==> config.mk <==
export PLATFORM = sky130hd
export DESIGN_NAME = packed_decimal_alu_unit_flat
export DESIGN_NICKNAME = d
export VERILOG_FILES = /design/src/rtl/core/pda_pkg.sv /design/src/rtl/core/pda_if.sv /design/src/rtl/core/pda_alu.sv /design/src/rtl/core/packed_decimal_alu_unit.sv /design/src/flat_wrapper.sv
export SDC_FILE = /design/constraint.sdc
export NUM_CORES = 1
export LEC_CHECK = 0
export BUFFER_PORTS_ARGS = -buffer_cell sky130_fd_sc_hd__buf_2
export CAP_MARGIN = 20
export CELL_PAD_IN_SITES_DETAIL_PLACEMENT = 2
export CELL_PAD_IN_SITES_GLOBAL_PLACEMENT = 2
export CORE_MARGIN = 1
export CORE_UTILIZATION = 39
export DETAILED_ROUTE_END_ITERATION = 10
export HOLD_SLACK_MARGIN = 0.1
export PLACE_DENSITY = 0.83
export SETUP_SLACK_MARGIN = 0.05
export SLEW_MARGIN = 20
export SYNTH_ARGS = -nofsm -noshare
export SYNTH_HDL_FRONTEND = slang
export SYNTH_HIERARCHICAL = 1
export SYNTH_SLANG_ARGS = --single-unit
==> constraint.sdc <==
create_clock -name clk -period 10.7 [get_ports clk]
set_input_delay 1.07 -clock clk [delete_from_list [all_inputs] [get_ports clk]]
set_output_delay 1.07 -clock clk [all_outputs]
set_load 0.02 [all_outputs]
==> src/rtl/core/pda_pkg.sv <==
// ----------------------------------------------------------------------------
// Packed decimal ALU package
// Shared types, command codes and the divide-by-ten helper.
// ----------------------------------------------------------------------------
package pda_pkg;

    typedef enum logic [1:0] {
        CMD_ADD       = 2'd0,
        CMD_SUB       = 2'd1,
        CMD_TO_ZONED  = 2'd2,
        CMD_TO_PACKED = 2'd3
    } command_t;

    localparam logic [7:0] DEC_MODULUS = 8'd100;
    localparam logic [3:0] DIGIT_MAX   = 4'd9;
    localparam logic [7:0] RECIP_TEN   = 8'd205;

    typedef struct packed {
        command_t    command;
        logic [15:0] source_operand;
        logic [7:0]  dest_operand;
        logic [7:0]  zone_pattern;
        logic        carry_in;
        logic        zero_in;
    } cmd_t;

    typedef struct packed {
        logic [15:0] result_value;
        logic        carry_out;
        logic        zero_out;
        logic        decimal_error;
    } result_t;

    typedef struct packed {
        logic [3:0] quot;
        logic [3:0] rem;
    } digits_t;

    // Converts a two-nibble byte to hi*10+lo, with nibbles taken at face value.
    function automatic logic [7:0] bcd_to_bin(input logic [7:0] b);
        bcd_to_bin = {1'b0, b[7:4], 3'b000} + {3'b000, b[7:4], 1'b0} + {4'b0000, b[3:0]};
    endfunction

    // Splits a value below 160 into tens and units by a reciprocal multiply.
    function automatic digits_t div_ten(input logic [7:0] x);
        logic [15:0] prod;
        logic [3:0]  q;
        logic [7:0]  qx10;
        prod = x * RECIP_TEN;
        q    = prod[14:11];
        qx10 = {1'b0, q, 3'b000} + {3'b000, q, 1'b0};
        div_ten.quot = q;
        div_ten.rem  = 4'(x - qx10);
    endfunction

endpackage

==> src/rtl/core/pda_if.sv <==
// ----------------------------------------------------------------------------
// Packed decimal ALU channel interfaces
// Command and result channels with valid/ready handshake.
// ----------------------------------------------------------------------------
interface pda_cmd_if;
    import pda_pkg::*;

    logic        valid;
    logic        ready;
    command_t    command;
    logic [15:0] source_operand;
    logic [7:0]  dest_operand;
    logic [7:0]  zone_pattern;
    logic        carry_in;
    logic        zero_in;

    modport source (
        output valid, command, source_operand, dest_operand, zone_pattern,
               carry_in, zero_in,
        input  ready
    );

    modport sink (
        input  valid, command, source_operand, dest_operand, zone_pattern,
               carry_in, zero_in,
        output ready
    );
endinterface

interface pda_res_if;
    logic        valid;
    logic        ready;
    logic [15:0] result_value;
    logic        carry_out;
    logic        zero_out;
    logic        decimal_error;

    modport source (
        output valid, result_value, carry_out, zero_out, decimal_error,
        input  ready
    );

    modport sink (
        input  valid, result_value, carry_out, zero_out, decimal_error,
        output ready
    );
endinterface

==> src/rtl/core/pda_alu.sv <==
// ----------------------------------------------------------------------------
// Packed decimal ALU datapath
// Decimal add and subtract, packed/zoned conversion and flag generation.
// ----------------------------------------------------------------------------
module pda_alu
    import pda_pkg::*;
(
    input  cmd_t    op,
    output result_t result
);

    logic [7:0] dest_bin;
    logic [7:0] src_bin;
    logic [7:0] add_raw;
    logic       add_carry;
    logic [7:0] add_val;
    logic [7:0] sub_raw;
    logic       sub_borrow;
    logic [7:0] sub_val;
    logic       sub_neg;
    logic [7:0] sub_mag;
    logic [7:0] div_in;
    digits_t    dig;
    logic [7:0] q_signed;
    logic [7:0] r_signed;
    logic [7:0] packed_src;
    logic [7:0] joined;
    logic [3:0] zone_hi;
    logic       zone_bad;
    logic       digit_bad;

    assign dest_bin = bcd_to_bin(op.dest_operand);
    assign src_bin  = bcd_to_bin(op.source_operand[7:0]);

    assign add_raw   = dest_bin + src_bin + {7'd0, op.carry_in};
    assign add_carry = (add_raw >= DEC_MODULUS);
    assign add_val   = add_carry ? (add_raw - DEC_MODULUS) : add_raw;

    assign sub_raw    = dest_bin - src_bin - {7'd0, op.carry_in};
    assign sub_borrow = sub_raw[7];
    assign sub_val    = sub_borrow ? (sub_raw + DEC_MODULUS) : sub_raw;
    assign sub_neg    = sub_val[7];
    assign sub_mag    = sub_neg ? (8'd0 - sub_val) : sub_val;

    assign div_in = (op.command == CMD_ADD) ? add_val : sub_mag;
    assign dig    = div_ten(div_in);

    // Truncated signed quotient and remainder for a negative difference.
    assign q_signed = sub_neg ? (8'd0 - {4'd0, dig.quot}) : {4'd0, dig.quot};
    assign r_signed = sub_neg ? (8'd0 - {4'd0, dig.rem}) : {4'd0, dig.rem};

    assign packed_src = op.source_operand[7:0];
    assign joined     = {op.source_operand[3:0], op.source_operand[11:8]};
    assign zone_hi    = op.zone_pattern[7:4];
    assign zone_bad   = (op.source_operand[7:4] != zone_hi)
                     || (op.source_operand[15:12] != zone_hi);
    assign digit_bad  = (op.source_operand[3:0] > DIGIT_MAX)
                     || (op.source_operand[11:8] > DIGIT_MAX);

    always_comb
    begin
        result = '0;
        result.carry_out = op.carry_in;
        result.zero_out  = op.zero_in;
        unique case (op.command)
            CMD_ADD:
            begin
                result.result_value = {8'd0, dig.quot, dig.rem};
                result.carry_out    = add_carry;
                if ((add_val != 8'd0) || add_carry)
                begin
                    result.zero_out = 1'b0;
                end
            end
            CMD_SUB:
            begin
                result.result_value = {8'd0, {q_signed[3:0], 4'd0} | r_signed};
                result.carry_out    = sub_borrow;
                if ((sub_val != 8'd0) || sub_borrow)
                begin
                    result.zero_out = 1'b0;
                end
            end
            CMD_TO_ZONED:
            begin
                result.result_value = {4'd0, packed_src[3:0], 4'd0, packed_src[7:4]}
                                    | {op.zone_pattern, op.zone_pattern};
                if (packed_src != 8'd0)
                begin
                    result.zero_out = 1'b0;
                end
            end
            CMD_TO_PACKED:
            begin
                result.result_value  = {8'd0, joined};
                result.decimal_error = zone_bad || digit_bad;
                if (joined != 8'd0)
                begin
                    result.zero_out = 1'b0;
                end
            end
            default:
            begin
                result = '0;
            end
        endcase
    end

endmodule

==> src/rtl/core/packed_decimal_alu_unit.sv <==
// ----------------------------------------------------------------------------
// Packed decimal ALU unit
// Decimal add/subtract and packed/zoned conversion with flag outputs.
// ----------------------------------------------------------------------------
//  Channel   Direction   Contents
//  cmd       in          command, operands, zone pattern, carry and zero flags
//  res       out         result value, carry, zero and decimal error flags
//
//  Each transaction is captured in an input register, computed combinationally
//  and held in the result register.
//  A new command transaction is taken every cycle while results are drained.
//  A stalled result holds both stages; the input stage still fills if empty.
//  Reset clears only the two stage valid bits.
// ----------------------------------------------------------------------------
module packed_decimal_alu_unit
    import pda_pkg::*;
(
    input  logic       clk,
    input  logic       rst_n,
    pda_cmd_if.sink    cmd,
    pda_res_if.source  res
);

    logic    s1_valid_reg;
    logic    s1_valid_next;
    cmd_t    s1_reg;
    cmd_t    s1_in;
    logic    out_valid_reg;
    logic    out_valid_next;
    result_t out_reg;
    result_t alu_result;
    logic    out_load;
    logic    accept;

    assign out_load = !out_valid_reg || res.ready;
    assign cmd.ready = !s1_valid_reg || out_load;
    assign accept = cmd.valid && cmd.ready;

    assign s1_in.command        = cmd.command;
    assign s1_in.source_operand = cmd.source_operand;
    assign s1_in.dest_operand   = cmd.dest_operand;
    assign s1_in.zone_pattern   = cmd.zone_pattern;
    assign s1_in.carry_in       = cmd.carry_in;
    assign s1_in.zero_in        = cmd.zero_in;

    pda_alu u_alu (
        .op     (s1_reg),
        .result (alu_result)
    );

    always_comb
    begin
        s1_valid_next = s1_valid_reg;
        if (accept)
        begin
            s1_valid_next = 1'b1;
        end
        else if (out_load)
        begin
            s1_valid_next = 1'b0;
        end
        out_valid_next = out_load ? s1_valid_reg : out_valid_reg;
    end

    always_ff @(posedge clk or negedge rst_n)
    begin
        if (!rst_n)
        begin
            s1_valid_reg  <= 1'b0;
            out_valid_reg <= 1'b0;
        end
        else
        begin
            s1_valid_reg  <= s1_valid_next;
            out_valid_reg <= out_valid_next;
        end
    end

    always_ff @(posedge clk)
    begin
        if (accept)
        begin
            s1_reg <= s1_in;
        end
        if (out_load)
        begin
            out_reg <= alu_result;
        end
    end

    assign res.valid         = out_valid_reg;
    assign res.result_value  = out_reg.result_value;
    assign res.carry_out     = out_reg.carry_out;
    assign res.zero_out      = out_reg.zero_out;
    assign res.decimal_error = out_reg.decimal_error;

`ifndef SYNTHESIS
    a_ready_only_when_full: assert property (@(posedge clk) disable iff (!rst_n)
        !cmd.ready |-> (s1_valid_reg && out_valid_reg && !res.ready))
        else $error("Command channel stalled while a stage was free.");

    a_stage_holds: assert property (@(posedge clk) disable iff (!rst_n)
        (s1_valid_reg && !out_load) |=> (s1_valid_reg && $stable(s1_reg)))
        else $error("Input stage changed while the result stage was stalled.");

    a_result_from_stage: assert property (@(posedge clk) disable iff (!rst_n)
        $rose(out_valid_reg) |-> $past(s1_valid_reg))
        else $error("Result became valid without a captured transaction.");
`endif

endmodule

==> src/flat_wrapper.sv <==
// flat-port wrapper written by rule: the top's interface ports become plain ports
module packed_decimal_alu_unit_flat import pda_pkg::*;
  (clk, rst_n, cmd_valid, cmd_command, cmd_source_operand, cmd_dest_operand, cmd_zone_pattern, cmd_carry_in, cmd_zero_in, cmd_ready, res_valid, res_result_value, res_carry_out, res_zero_out, res_decimal_error, res_ready);
  pda_cmd_if cmd_i ();
  pda_res_if res_i ();
  input  logic clk;
  input  logic rst_n;
  input wire logic [$bits(cmd_i.valid)-1:0] cmd_valid;
  input wire logic [$bits(cmd_i.command)-1:0] cmd_command;
  input wire logic [$bits(cmd_i.source_operand)-1:0] cmd_source_operand;
  input wire logic [$bits(cmd_i.dest_operand)-1:0] cmd_dest_operand;
  input wire logic [$bits(cmd_i.zone_pattern)-1:0] cmd_zone_pattern;
  input wire logic [$bits(cmd_i.carry_in)-1:0] cmd_carry_in;
  input wire logic [$bits(cmd_i.zero_in)-1:0] cmd_zero_in;
  output wire logic [$bits(cmd_i.ready)-1:0] cmd_ready;
  output wire logic [$bits(res_i.valid)-1:0] res_valid;
  output wire logic [$bits(res_i.result_value)-1:0] res_result_value;
  output wire logic [$bits(res_i.carry_out)-1:0] res_carry_out;
  output wire logic [$bits(res_i.zero_out)-1:0] res_zero_out;
  output wire logic [$bits(res_i.decimal_error)-1:0] res_decimal_error;
  input wire logic [$bits(res_i.ready)-1:0] res_ready;
  assign cmd_i.valid = cmd_valid;
  assign cmd_i.command = cmd_command;
  assign cmd_i.source_operand = cmd_source_operand;
  assign cmd_i.dest_operand = cmd_dest_operand;
  assign cmd_i.zone_pattern = cmd_zone_pattern;
  assign cmd_i.carry_in = cmd_carry_in;
  assign cmd_i.zero_in = cmd_zero_in;
  assign cmd_ready = cmd_i.ready;
  assign res_valid = res_i.valid;
  assign res_result_value = res_i.result_value;
  assign res_carry_out = res_i.carry_out;
  assign res_zero_out = res_i.zero_out;
  assign res_decimal_error = res_i.decimal_error;
  assign res_i.ready = res_ready;
  packed_decimal_alu_unit u_core (.clk(clk), .rst_n(rst_n), .cmd(cmd_i), .res(res_i));
endmodule
Yosys cells after proc, flatten, opt, wreduce, memory -nomap -nowiden
Index checks and enable logic that the tools add are counted.
{ "totals": {"reg_bits": 57, "input_bits": 40, "out_inout_bits": 21, "word_cells": 69} }
{ "classes": {"n_addsub": 15, "mul": 1, "n_lt_le_gt_ge": 3, "eq_ne": 5, "n_mux": 15, "n_bitwise": 2, "reduce_logical": 16} }
{ "ops": {"columns": ["cell", "count"], "rows": [
  ["$pmux W16 S4", 1],
  ["$mux W8", 5],
  ["$reduce_bool A8 Y1", 4],
  ["$add A7 B5 Y8", 2],
  ["$add A8 B4 Y8", 2],
  ["$or A12 B16 Y16", 1],
  ["$mul A8 B8 Y15 const B", 1],
  ["$add A8 B1 Y8", 1],
  ["$add A8 B7 Y8 const B", 1],
  ["$add A8 B8 Y8", 1],
  ["$ge A8 B7 Y1 const B", 1],
  ["$gt A4 B4 Y1 const B", 2],
  ["$ne A4 B4 Y1", 2],
  ["$or A8 B8 Y8", 1],
  ["$sub A1 B8 Y8 const A", 1],
  ["$sub A8 B1 Y8", 1],
  ["$sub A8 B7 Y8 const B", 1],
  ["$sub A8 B8 Y8", 1],
  ["$logic_or A1 B1 Y1", 7],
  ["$mux W1", 6],
  ["$sub A1 B4 Y5 const A", 1],
  ["$add A4 B4 Y4", 1],
  ["$eq A2 B2 Y1 const B", 2],
  ["$mux W4", 1],
  ["other kinds (9)", 10]
]} }

Depth between registers and ports, before layout
Gate-level depths: netlist (run 1).
{ "logic_depth": {"word_depth": 16, "mapped_depth": 43, "depth_no_buf": 43} }

Cells and area by module
Netlist (run 1), hierarchy kept.
{ "by_module_without_submodules": {"columns": ["mod", "n_inst", "cells_per_inst", "area_per_inst_um2", "seq_area_each_um2"], "rows": [
  ["pda_alu", 1, 462, 3577.2, 0.0],
  ["packed_decimal_alu_unit", 1, 62, 1749.2, 1701.6]
]} }

Least setup slack after synthesis (run 1)
OpenSTA, ideal clock, no wires.
{ "synth_path": {"path_type": "register to register", "from": "register u_core/s1_reg[22] (netlist name)", "to": "register u_core.out_reg (netlist bit u_core/res.result_value[5]) (data pin)", "setup_time_ps": 271, "arrival_ps": 9035, "t_required_ps": 10429, "path_slack_ps": 1394, "path_stages_with_launch": 41, "path_buffers": 0, "synth_period_minus_slack_ps": 9306, "cell_sequence": "edfxtp_1 inv_1 fa_1 inv_1 fa_1 xor2_1 ha_1 ha_1 a21o_1 a31oi_4 a31oi_1 or3_4 and2_1 nand2_1 xor2_1 a41oi_1 nor3_1 o31a_1 [5 not listed] inv_1 fa_1 inv_1 ha_1 a21o_1 a21o_1 a21oi_1 o21ai_1 a21oi_1 xor2_1 inv_1 ha_1 inv_1 o211ai_2 xor3_2 xnor2_2 nor4_1 o22ai_1"} }
{ "synth_rtl": {"columns": ["item", "line", "source"], "rows": [
  ["from (decl)", "packed_decimal_alu_unit.sv:26", "cmd_t s1_reg;"],
  ["from (signal assigned)", "packed_decimal_alu_unit.sv:83", "s1_reg <= s1_in;"],
  ["to (signal assigned)", "packed_decimal_alu_unit.sv:87", "out_reg <= alu_result;"],
  ["to (decl)", "packed_decimal_alu_unit.sv:30", "result_t out_reg;"]
]} }

==> results.md, run 1 <==
- Antenna cell count: 0
- Number of flip-flops in the largest register: 36
- Core area: 13300 um^2
- Net Count, Synth: 658
- TritonCTS clock tree: yes
- Clk_lat worst skew: 0.33 ns
- Congestion Overflow GR: 0
- Port bufs: 60
- Vias: 4423
- DR pass1 iterations: 4
- Area occupied by multi-input gates: 3437 um^2
- Detailed-route vias per instance: 5.692
- FF-to-FF path depth: 41
- Slew Limit Headroom: 27.19%
- Startpoint types: flop
- Tmin final: 10.34 ns
- Die width: 118.9 um
- Synth-to-layout area growth: 18.30%
- Crit path kind: flop to flop
- Average wire per standard cell: 23.20 um
- Clock root buffer: clkbuf_16
- Die H: 118.9 um
- FP Rows: 42
- Top post-synthesis cells by area: edfxtp_1 31%, ha_1 18%, fa_1 6.8%
- Final setup vio count: 0
- Vias in the first global route: 5112
- Peak Freq: 0.09670 GHz
- Fin nets: 730
- CP Max Fanout: 7
- Worst slew pin tran: 1.092 ns
- Sum Neg Setup Slack: 0 ns
- Netlist cell types: 71
- Initial antenna violation count: 1
- DRT iter0 DRCs: 258
- Critical path arrival: 10.39 ns
- Worst-path clk slew: 0.06 ns
- GRT Total Usage: 26.15%
- IO Count: 61
- EDFF count, synth: 55
- Starting density of the core: 40.06%
- Main synth FF type: edfxtp_1
- Share of cells above drive strength 1: 22.13%
- Reg-to-reg critical path endpoint: u_core/res.result_value[6]
- Final hold vios: 0
- Clk_skew: 0.008076 ns
- Critical path data required time: 10.75 ns
- RD Place Congestion: 0.8648
- Reg area: 1702 um^2
- Die footprint: 14130 um^2
- Global-route wire length before repair: 27840 um
- Syn Area/Cell: 10.16 um^2
- CP max-delay cell: fa_1
- DRT Wirelength: 18030 um
- Ys async rst share: 3.509%
- Yosys top cell by area: edfxtp_1
- Dpl ws: 0.1842 ns
- CP endpoint kind: flop
- Max stage delay on crit path: 0.55 ns
- Num Clock Sinks: 57
- Hold slack: 0.5280 ns
- FF-to-FF setup slack: 0.36 ns
- Outcome: finished clean
- PnR worst setup slack: 0.3582 ns
- Sequential fraction of the synthesis area: 31.95%
- Number of max-cap violations: 0
- Pins Over Slew Limit: 0
- Layout Utilization: 47.39%
- H-tree levels: 3
- DRC: 0
- DP Wirelength: 13590 um
- Total CTS buffers: 9
- Clk buf depth: 2
- Synthesized area: 5326 um^2
- Largest net degree at the start of global routing: 37
- Most used cell, CP: inv_1
- Synth top area share: 31.01%
- Fillers: 1374
- Yosys warning total: 6
- Worst hold path class: input port to asynchronous set/reset pin
- Gate Count Post-Synth: 524
- Antenna-violating nets left: 0
- Cts hold-fix bufs: 0
- Synth Register Bits: 57
- Worst flop-to-flop path startpoint: u_core/s1_reg[21]
- Fin crit share: 96.65%
## metrics by stage
stage / instances / cell area (um^2)
after global routing: 777 / 6301
after detailed placement: 753 / 5812
after global placement: 753 / 5812
after floorplan: 524 / 5326
final: 777 / 6301
after CTS: 769 / 6126
## metal layers
| metal | vias to the layer above | routed length [um] | GRT usage [%] |
|---|---|---|---|
| li1 | 2019 | - | - |
| met1 | 2231 | 7223 | 30.34 |
| met2 | 130 | 9415 | 48.10 |
| met3 | 41 | 688 | 3.544 |
| met4 | 2 | 690 | 10.76 |
| met5 | - | 8 | 0 |
## final cells by class
| cell class | count | share of cell area, % |
|---|---|---|
| clock inverters | 7 | 1.251 |
| well taps | 176 | 3.495 |
| flip-flops and latches | 57 | 27.01 |
| clock buffers | 9 | 3.574 |
| multi-input cells | 386 | 54.55 |
| repair buffers | 68 | 5.719 |
| inverters | 74 | 4.408 |
## cell usage after synthesis (9+ instances only)
library cell and instances:
a21oi_1 22, xor2_1 12, inv_1 73, a21o_1 11, xnor2_1 21, edfxtp_1 55
nor2b_1 9, nand2_1 30, nand3_1 13, nor2_1 26, o21ai_0 16, fa_1 18
ha_1 76, or3_1 11, a31oi_1 9
## cells in the final DEF, fill, tap and decap left out, types with 6 or more instances in the layout
cell	instances
o21ai_0	15
xnor2_1	20
a21o_1	11
edfxtp_1	55
mux2i_1	6
or3_1	11
nor2_1	25
ha_1	71
and2_1	8
a21oi_1	18
xor2_1	9
nand2b_1	8
nand3_1	13
inv_1	73
fa_1	17
nor2b_1	9
a31oi_1	7
buf_4	8
clkbuf_16	9
nand2_1	30
buf_2	60
## worst max-delay path: cells and delay by family, from the launching register on
kind                     cells  cell delay, ns
AO/OA/AOI/OAI               13            2.92
XOR/XNOR                     4            1.01
adder cells (fa/ha/maj)      9            3.81
buffers and inverters        8            0.60
flip-flops                   1            0.46
AND/OR/NAND/NOR              7            1.27
## how the worst max path moves through the flow
stage                                  to  depth (start not counted)         startpoint
5_1_grt        u_core/res.result_value[6]                         41  u_core/s1_reg[21]
2_1_floorplan  u_core/res.result_value[5]                         40  u_core/s1_reg[22]
4_1_cts        u_core/res.result_value[5]                         40  u_core/s1_reg[21]
6_report       u_core/res.result_value[6]                         41  u_core/s1_reg[21]
3_5_place_dp   u_core/res.result_value[5]                         37  u_core/s1_reg[22]
3_3_place_gp   u_core/res.result_value[5]                         39  u_core/s1_reg[22]
## timing repair
| action | in CTS | in global routing |
|---|---|---|
| endpoints found under the setup margin | 5 | 6 |
| setup buffers | 0 | 8 |
| pin swaps | 0 | 3 |
| cloned | 0 | 0 |
| resized for setup | 3 | 22 |
## cells by family after synthesis
logic type	Yosys count	synth area share (%)
simple gates	139	14.21
compound gates	109	15.08
fa+ha+maj	94	24.62
xor+xnor	37	6.930
mux	7	1.339
buf+inv	81	5.872
flops	57	31.95
Power of run 1 is not shown: default switching activity piles up to over one toggle a cycle in this logic, so the estimate is an artifact.
==> run 2: changes to the inputs <==
--- a/config.mk
+++ b/config.mk
@@ -16,4 +16,5 @@
 export PLACE_DENSITY = 0.83
 export SETUP_SLACK_MARGIN = 0.05
+export SKIP_CTS_REPAIR_TIMING = 1
 export SLEW_MARGIN = 20
 export SYNTH_ARGS = -nofsm -noshare
==> constraint.sdc (replaced) <==
create_clock -name clk -period 10.7 [get_ports clk]
set_input_delay 2.14 -clock clk [delete_from_list [all_inputs] [get_ports clk]]
set_output_delay 2.14 -clock clk [all_outputs]
set_load 0.02 [all_outputs]
==> run 2 against run 1 <==
Core utilization hardly changed. Register-to-register slack worse by 0.05 ns. Critical endpoint unchanged. Non-clock buffer count is 2 lower. Cell area hardly changed. Worst setup slack worse by 0.045 ns. Critical path type unchanged. Clock skew hardly changed.
==> results.md, run 2 (synthesis gave the netlist of run 1 again) <==
- Critical path data required time: 10.75 ns
- Core area: 13300 um^2
- TritonCTS clock tree: yes
- Reg area: 1702 um^2
- Critical path origin: u_core/s1_reg[21]
- FP Rows: 42
- H-tree levels: 3
- IO Count: 61
- CP Max Fanout: 7
- Vias in the first global route: 5122
- Area occupied by multi-input gates: 3453 um^2
- DRC: 0
- Fin crit share: 97.07%
- DRT iter0 DRCs: 267
- Worst slew pin tran: 0.7677 ns
- Number of flip-flops in the largest register: 36
- CP max-delay cell: fa_1
- Port bufs: 60
- FF-to-FF setup slack: 0.31 ns
- Most common cell after layout, fill and taps aside: inv_1
- Vias: 4376
- Sum Neg Setup Slack: 0 ns
- GRT Total Usage: 26.13%
- Most frequent cells in the layout: 73 x inv_1, 71 x ha_1, 60 x buf_2
- Clk_skew: 0.008337 ns
- Clk_lat worst skew: 0.33 ns
- Critical path arrival: 10.43 ns
- Reg-to-reg critical path endpoint: u_core/res.result_value[6]
- Final setup vio count: 0
- Tmin final: 10.39 ns
- Antenna cell count: 0
- FF-to-FF path depth: 41
- Clock root buffer: clkbuf_16
- Startpoint types: flop
- Die width: 118.9 um
- Peak Freq: 0.09627 GHz
- Starting density of the core: 40.06%
- Fin nets: 728
- DRT Wirelength: 17970 um
- Num Clock Sinks: 57
- Worst-path clk slew: 0.06 ns
- RD Place Congestion: 0.8648
- Fillers: 1371
- Max stage delay on crit path: 0.55 ns
- Crit path kind: flop to flop
- Die footprint: 14130 um^2
- Slew Limit Headroom: 48.82%
- Clk buf depth: 2
- Share of cells above drive strength 1: 22.04%
- Detailed-route vias per instance: 5.646
- Worst hold path class: flop to flop
- Die H: 118.9 um
- DP Wirelength: 13590 um
- Outcome: finished clean
- DR pass1 iterations: 4
- Largest net degree at the start of global routing: 37
- Antenna-violating nets left: 0
- Final hold vios: 0
- Initial antenna violation count: 1
- Pins Over Slew Limit: 0
- Congestion Overflow GR: 0
- Number of max-cap violations: 0
- Average wire per standard cell: 23.19 um
- Worst flop-to-flop path startpoint: u_core/s1_reg[21]
- Global-route wire length before repair: 27800 um
- Synth-to-layout area growth: 18.32%
- Total CTS buffers: 9
- Critical path endpoint: u_core/res.result_value[6]
- Most used cell, CP: inv_1
- CP endpoint kind: flop
run 2: critical path: cells and delay by family (launching register included):
family | cells | cell delay (ns)
buffers and inverters | 8 | 0.60
DFF | 1 | 0.47
xor gates and xnor gates | 4 | 1.01
AOI/OAI and AO/OA | 13 | 2.95
adders and majority gates | 9 | 3.79
and+or+nand+nor | 7 | 1.28
run 2: worst min-delay path by stage:
stage                                  end                start  slack [ns]  cells past startpoint
after floorplan           u_core/res.valid  u_core/s1_valid_reg        0.50                      1
after global placement    u_core/res.valid  u_core/s1_valid_reg        0.51                      1
after detailed placement  u_core/res.valid  u_core/s1_valid_reg        0.53                      1
after CTS                 u_core/res.valid  u_core/s1_valid_reg        0.55                      1
after global routing      u_core/res.valid  u_core/s1_valid_reg        0.58                      1
final                     u_core/res.valid  u_core/s1_valid_reg        0.54                      1
run 2: layer usage:
layer  wire length (um)  track usage, %  vias up
met1               7164           30.19     2193
met2               9410           47.88      118
met4                735           11.23        2
li1                   -               -     2019
met3                656           3.688       44
met5                  8               0        -
run 2: stage by stage:
step	area (um^2)	hold slack [ns]	worst slack, ns	utilization, %	instances
final	6302	0.5446	0.3130	47.40	775
after global routing	6302	0.5787	-0.06466	47.40	775
after CTS	6116	0.5528	-0.08781	46.00	769
after detailed placement	5812	0.5298	0.1842	43.71	753
after global placement	5812	0.5102	0.9269	43.71	753
after floorplan	5326	0.4983	1.394	-	524
run 2: layout make-up:
type                            instances  share of cell area, %
Tap cell                              176                  3.494
Clock buffer                            9                  3.574
Inverter                               74                  4.407
Timing Repair Buffer                   66                  5.479
Clock inverter                          7                  1.251
Sequential cell                        57                  27.00
Multi-Input combinational cell        386                  54.79
Power of run 2 is left out for the same reason.
==> run 3: changes to the inputs <==
BUFFER_PORTS_ARGS = default   (was -buffer_cell sky130_fd_sc_hd__buf_2)
CORE_UTILIZATION = 42   (was 39)
DONT_BUFFER_PORTS = 1   (was default)
PLACE_DENSITY = 0.82   (was 0.83)
==> run 3 against run 2 <==
Register-to-register slack worse by 0.14 ns. Via count decreased by 3.4%. Count of clock-buffer cells in the layout is 1 higher. Wire length is 0.73% higher. Cell area is 5.0% lower. Core utilization is 1.8 points higher. Cell count decreased by 8.0%. Critical path type unchanged. Critical endpoint is now u_core/res.result_value[5]. Highest routed layer is now met4.
==> results.md, run 3 (synthesis gave the netlist of run 1 again) <==
- Buf/Inv on CP: 8
- Antenna-violating nets left: 0
- FF-to-FF path depth: 42
- GRT Total Usage: 27.18%
- Critical path depth: 42
- Fin nets: 673
- Critical path endpoint: u_core/res.result_value[5]
- Die footprint: 13140 um^2
- DRC: 0
- Most frequent cells in the layout: 73 x inv_1, 73 x ha_1, 55 x edfxtp_1
- Congestion Overflow GR: 0
- Outcome: finished clean
- CP max-delay cell: fa_1
- Pins Over Slew Limit: 0
- Clk_lat worst skew: 0.34 ns
- Critical path's top delay family: adder cells
- Reg-to-reg critical path endpoint: u_core/res.result_value[5]
- DP Wirelength: 13240 um
- FP Rows: 40
- Clk buf depth: 2
- Critical path origin: u_core/s1_reg[21]
- Clock root buffer: clkbuf_16
- Vias: 4227
- Worst-path clk slew: 0.05 ns
- Fin crit share: 98.35%
- Tmin final: 10.52 ns
- Most used cell, CP: inv_1
- DRT iter0 DRCs: 271
- Layout Utilization: 49.25%
- Crit path kind: flop to flop
- Starting density of the core: 43.80%
- TritonCTS clock tree: yes
- Die H: 114.6 um
- FF-to-FF setup slack: 0.18 ns
- Startpoint types: flop
- CP Max Fanout: 7
- Critical path data required time: 10.77 ns
- Core area: 12160 um^2
- Average wire per standard cell: 25.39 um
- RD Place Congestion: 0.8511
- Vias in the first global route: 4680
- Worst hold path class: flop to flop
- Die width: 114.6 um
- Largest net degree at the start of global routing: 37
- Number of max-cap violations: 0
- DR pass1 iterations: 4
- Worst slew pin tran: 1.022 ns
- Final setup vio count: 0
- Peak Freq: 0.09502 GHz
- Detailed-route vias per instance: 5.928
- Num Clock Sinks: 57
- Final hold vios: 0
- H-tree levels: 3
- Max stage delay on crit path: 0.56 ns
- Number of flip-flops in the largest register: 36
- Worst flop-to-flop path startpoint: u_core/s1_reg[21]
- Synth-to-layout area growth: 12.45%
- Total CTS buffers: 9
- Critical path arrival: 10.59 ns
- Share of cells above drive strength 1: 11.95%
- DRT Wirelength: 18110 um
- Initial antenna violation count: 1
- Global-route wire length before repair: 26190 um
- CP endpoint kind: flop
- IO Count: 61
- Slew Limit Headroom: 31.86%
- Clk_skew: 0.005077 ns
- Port bufs: 0
[run 3: how the worst min path moves through the flow]
stage	start	to	slack [ns]	depth (start not counted)
2_1_floorplan	u_core/s1_valid_reg	u_core/res.valid	0.50	1
3_3_place_gp	u_core/s1_valid_reg	u_core/res.valid	0.51	1
3_5_place_dp	u_core/s1_valid_reg	u_core/res.valid	0.55	1
4_1_cts	u_core/s1_valid_reg	u_core/res.valid	0.57	1
5_1_grt	u_core/s1_valid_reg	u_core/res.valid	0.62	1
6_report	u_core/s1_valid_reg	u_core/res.valid	0.59	1
[run 3: worst register-to-register path: cells and delay by family, from the launching register on]
family / cells / cell delay, ns
AO/OA/AOI/OAI: 12 / 2.55
XOR/XNOR: 5 / 1.47
adder cells (fa/ha/maj): 9 / 3.75
buffers and inverters: 8 / 0.61
flip-flops: 1 / 0.39
AND/OR/NAND/NOR: 8 / 1.48
[run 3: final cells by class]
cell class / instances / area, um^2
Fill cell: 1252 / 6172
Multi-Input combinational cell: 386 / 3403
Sequential cell: 57 / 1702
Inverter: 74 / 277.8
Clock buffer: 10 / 229.0
Tap cell: 168 / 210.2
Clock inverter: 6 / 82.58
Timing Repair Buffer: 11 / 82.58
Antenna cell: 1 / 2.502
[run 3: layer usage]
metal / up-vias / track usage, % / part of all wire, %
li1: 1905 / - / -
met4: 0 / 9.870 / 2.9
met2: 111 / 49.94 / 54
met5: - / 0 / 0
met1: 2176 / 31.50 / 39
met3: 35 / 4.817 / 3.5
[run 3: per-stage QoR]
| stage | setup TNS [ns] | std cells | setup slack (ns) | instance area [um^2] | hold slack [ns] |
|---|---|---|---|---|---|
| floorplan | 0 | 524 | 1.394 | 5326 | 0.4983 |
| global placement | 0 | 686 | 0.8366 | 5509 | 0.5104 |
| detailed placement | 0 | 686 | 0.1090 | 5509 | 0.5546 |
| CTS | -0.02850 | 702 | -0.02850 | 5821 | 0.5698 |
| global route | -0.8959 | 713 | -0.2306 | 5989 | 0.6161 |
| finish | 0 | 713 | 0.1761 | 5989 | 0.5893 |
Power of run 3 is left out for the same reason.
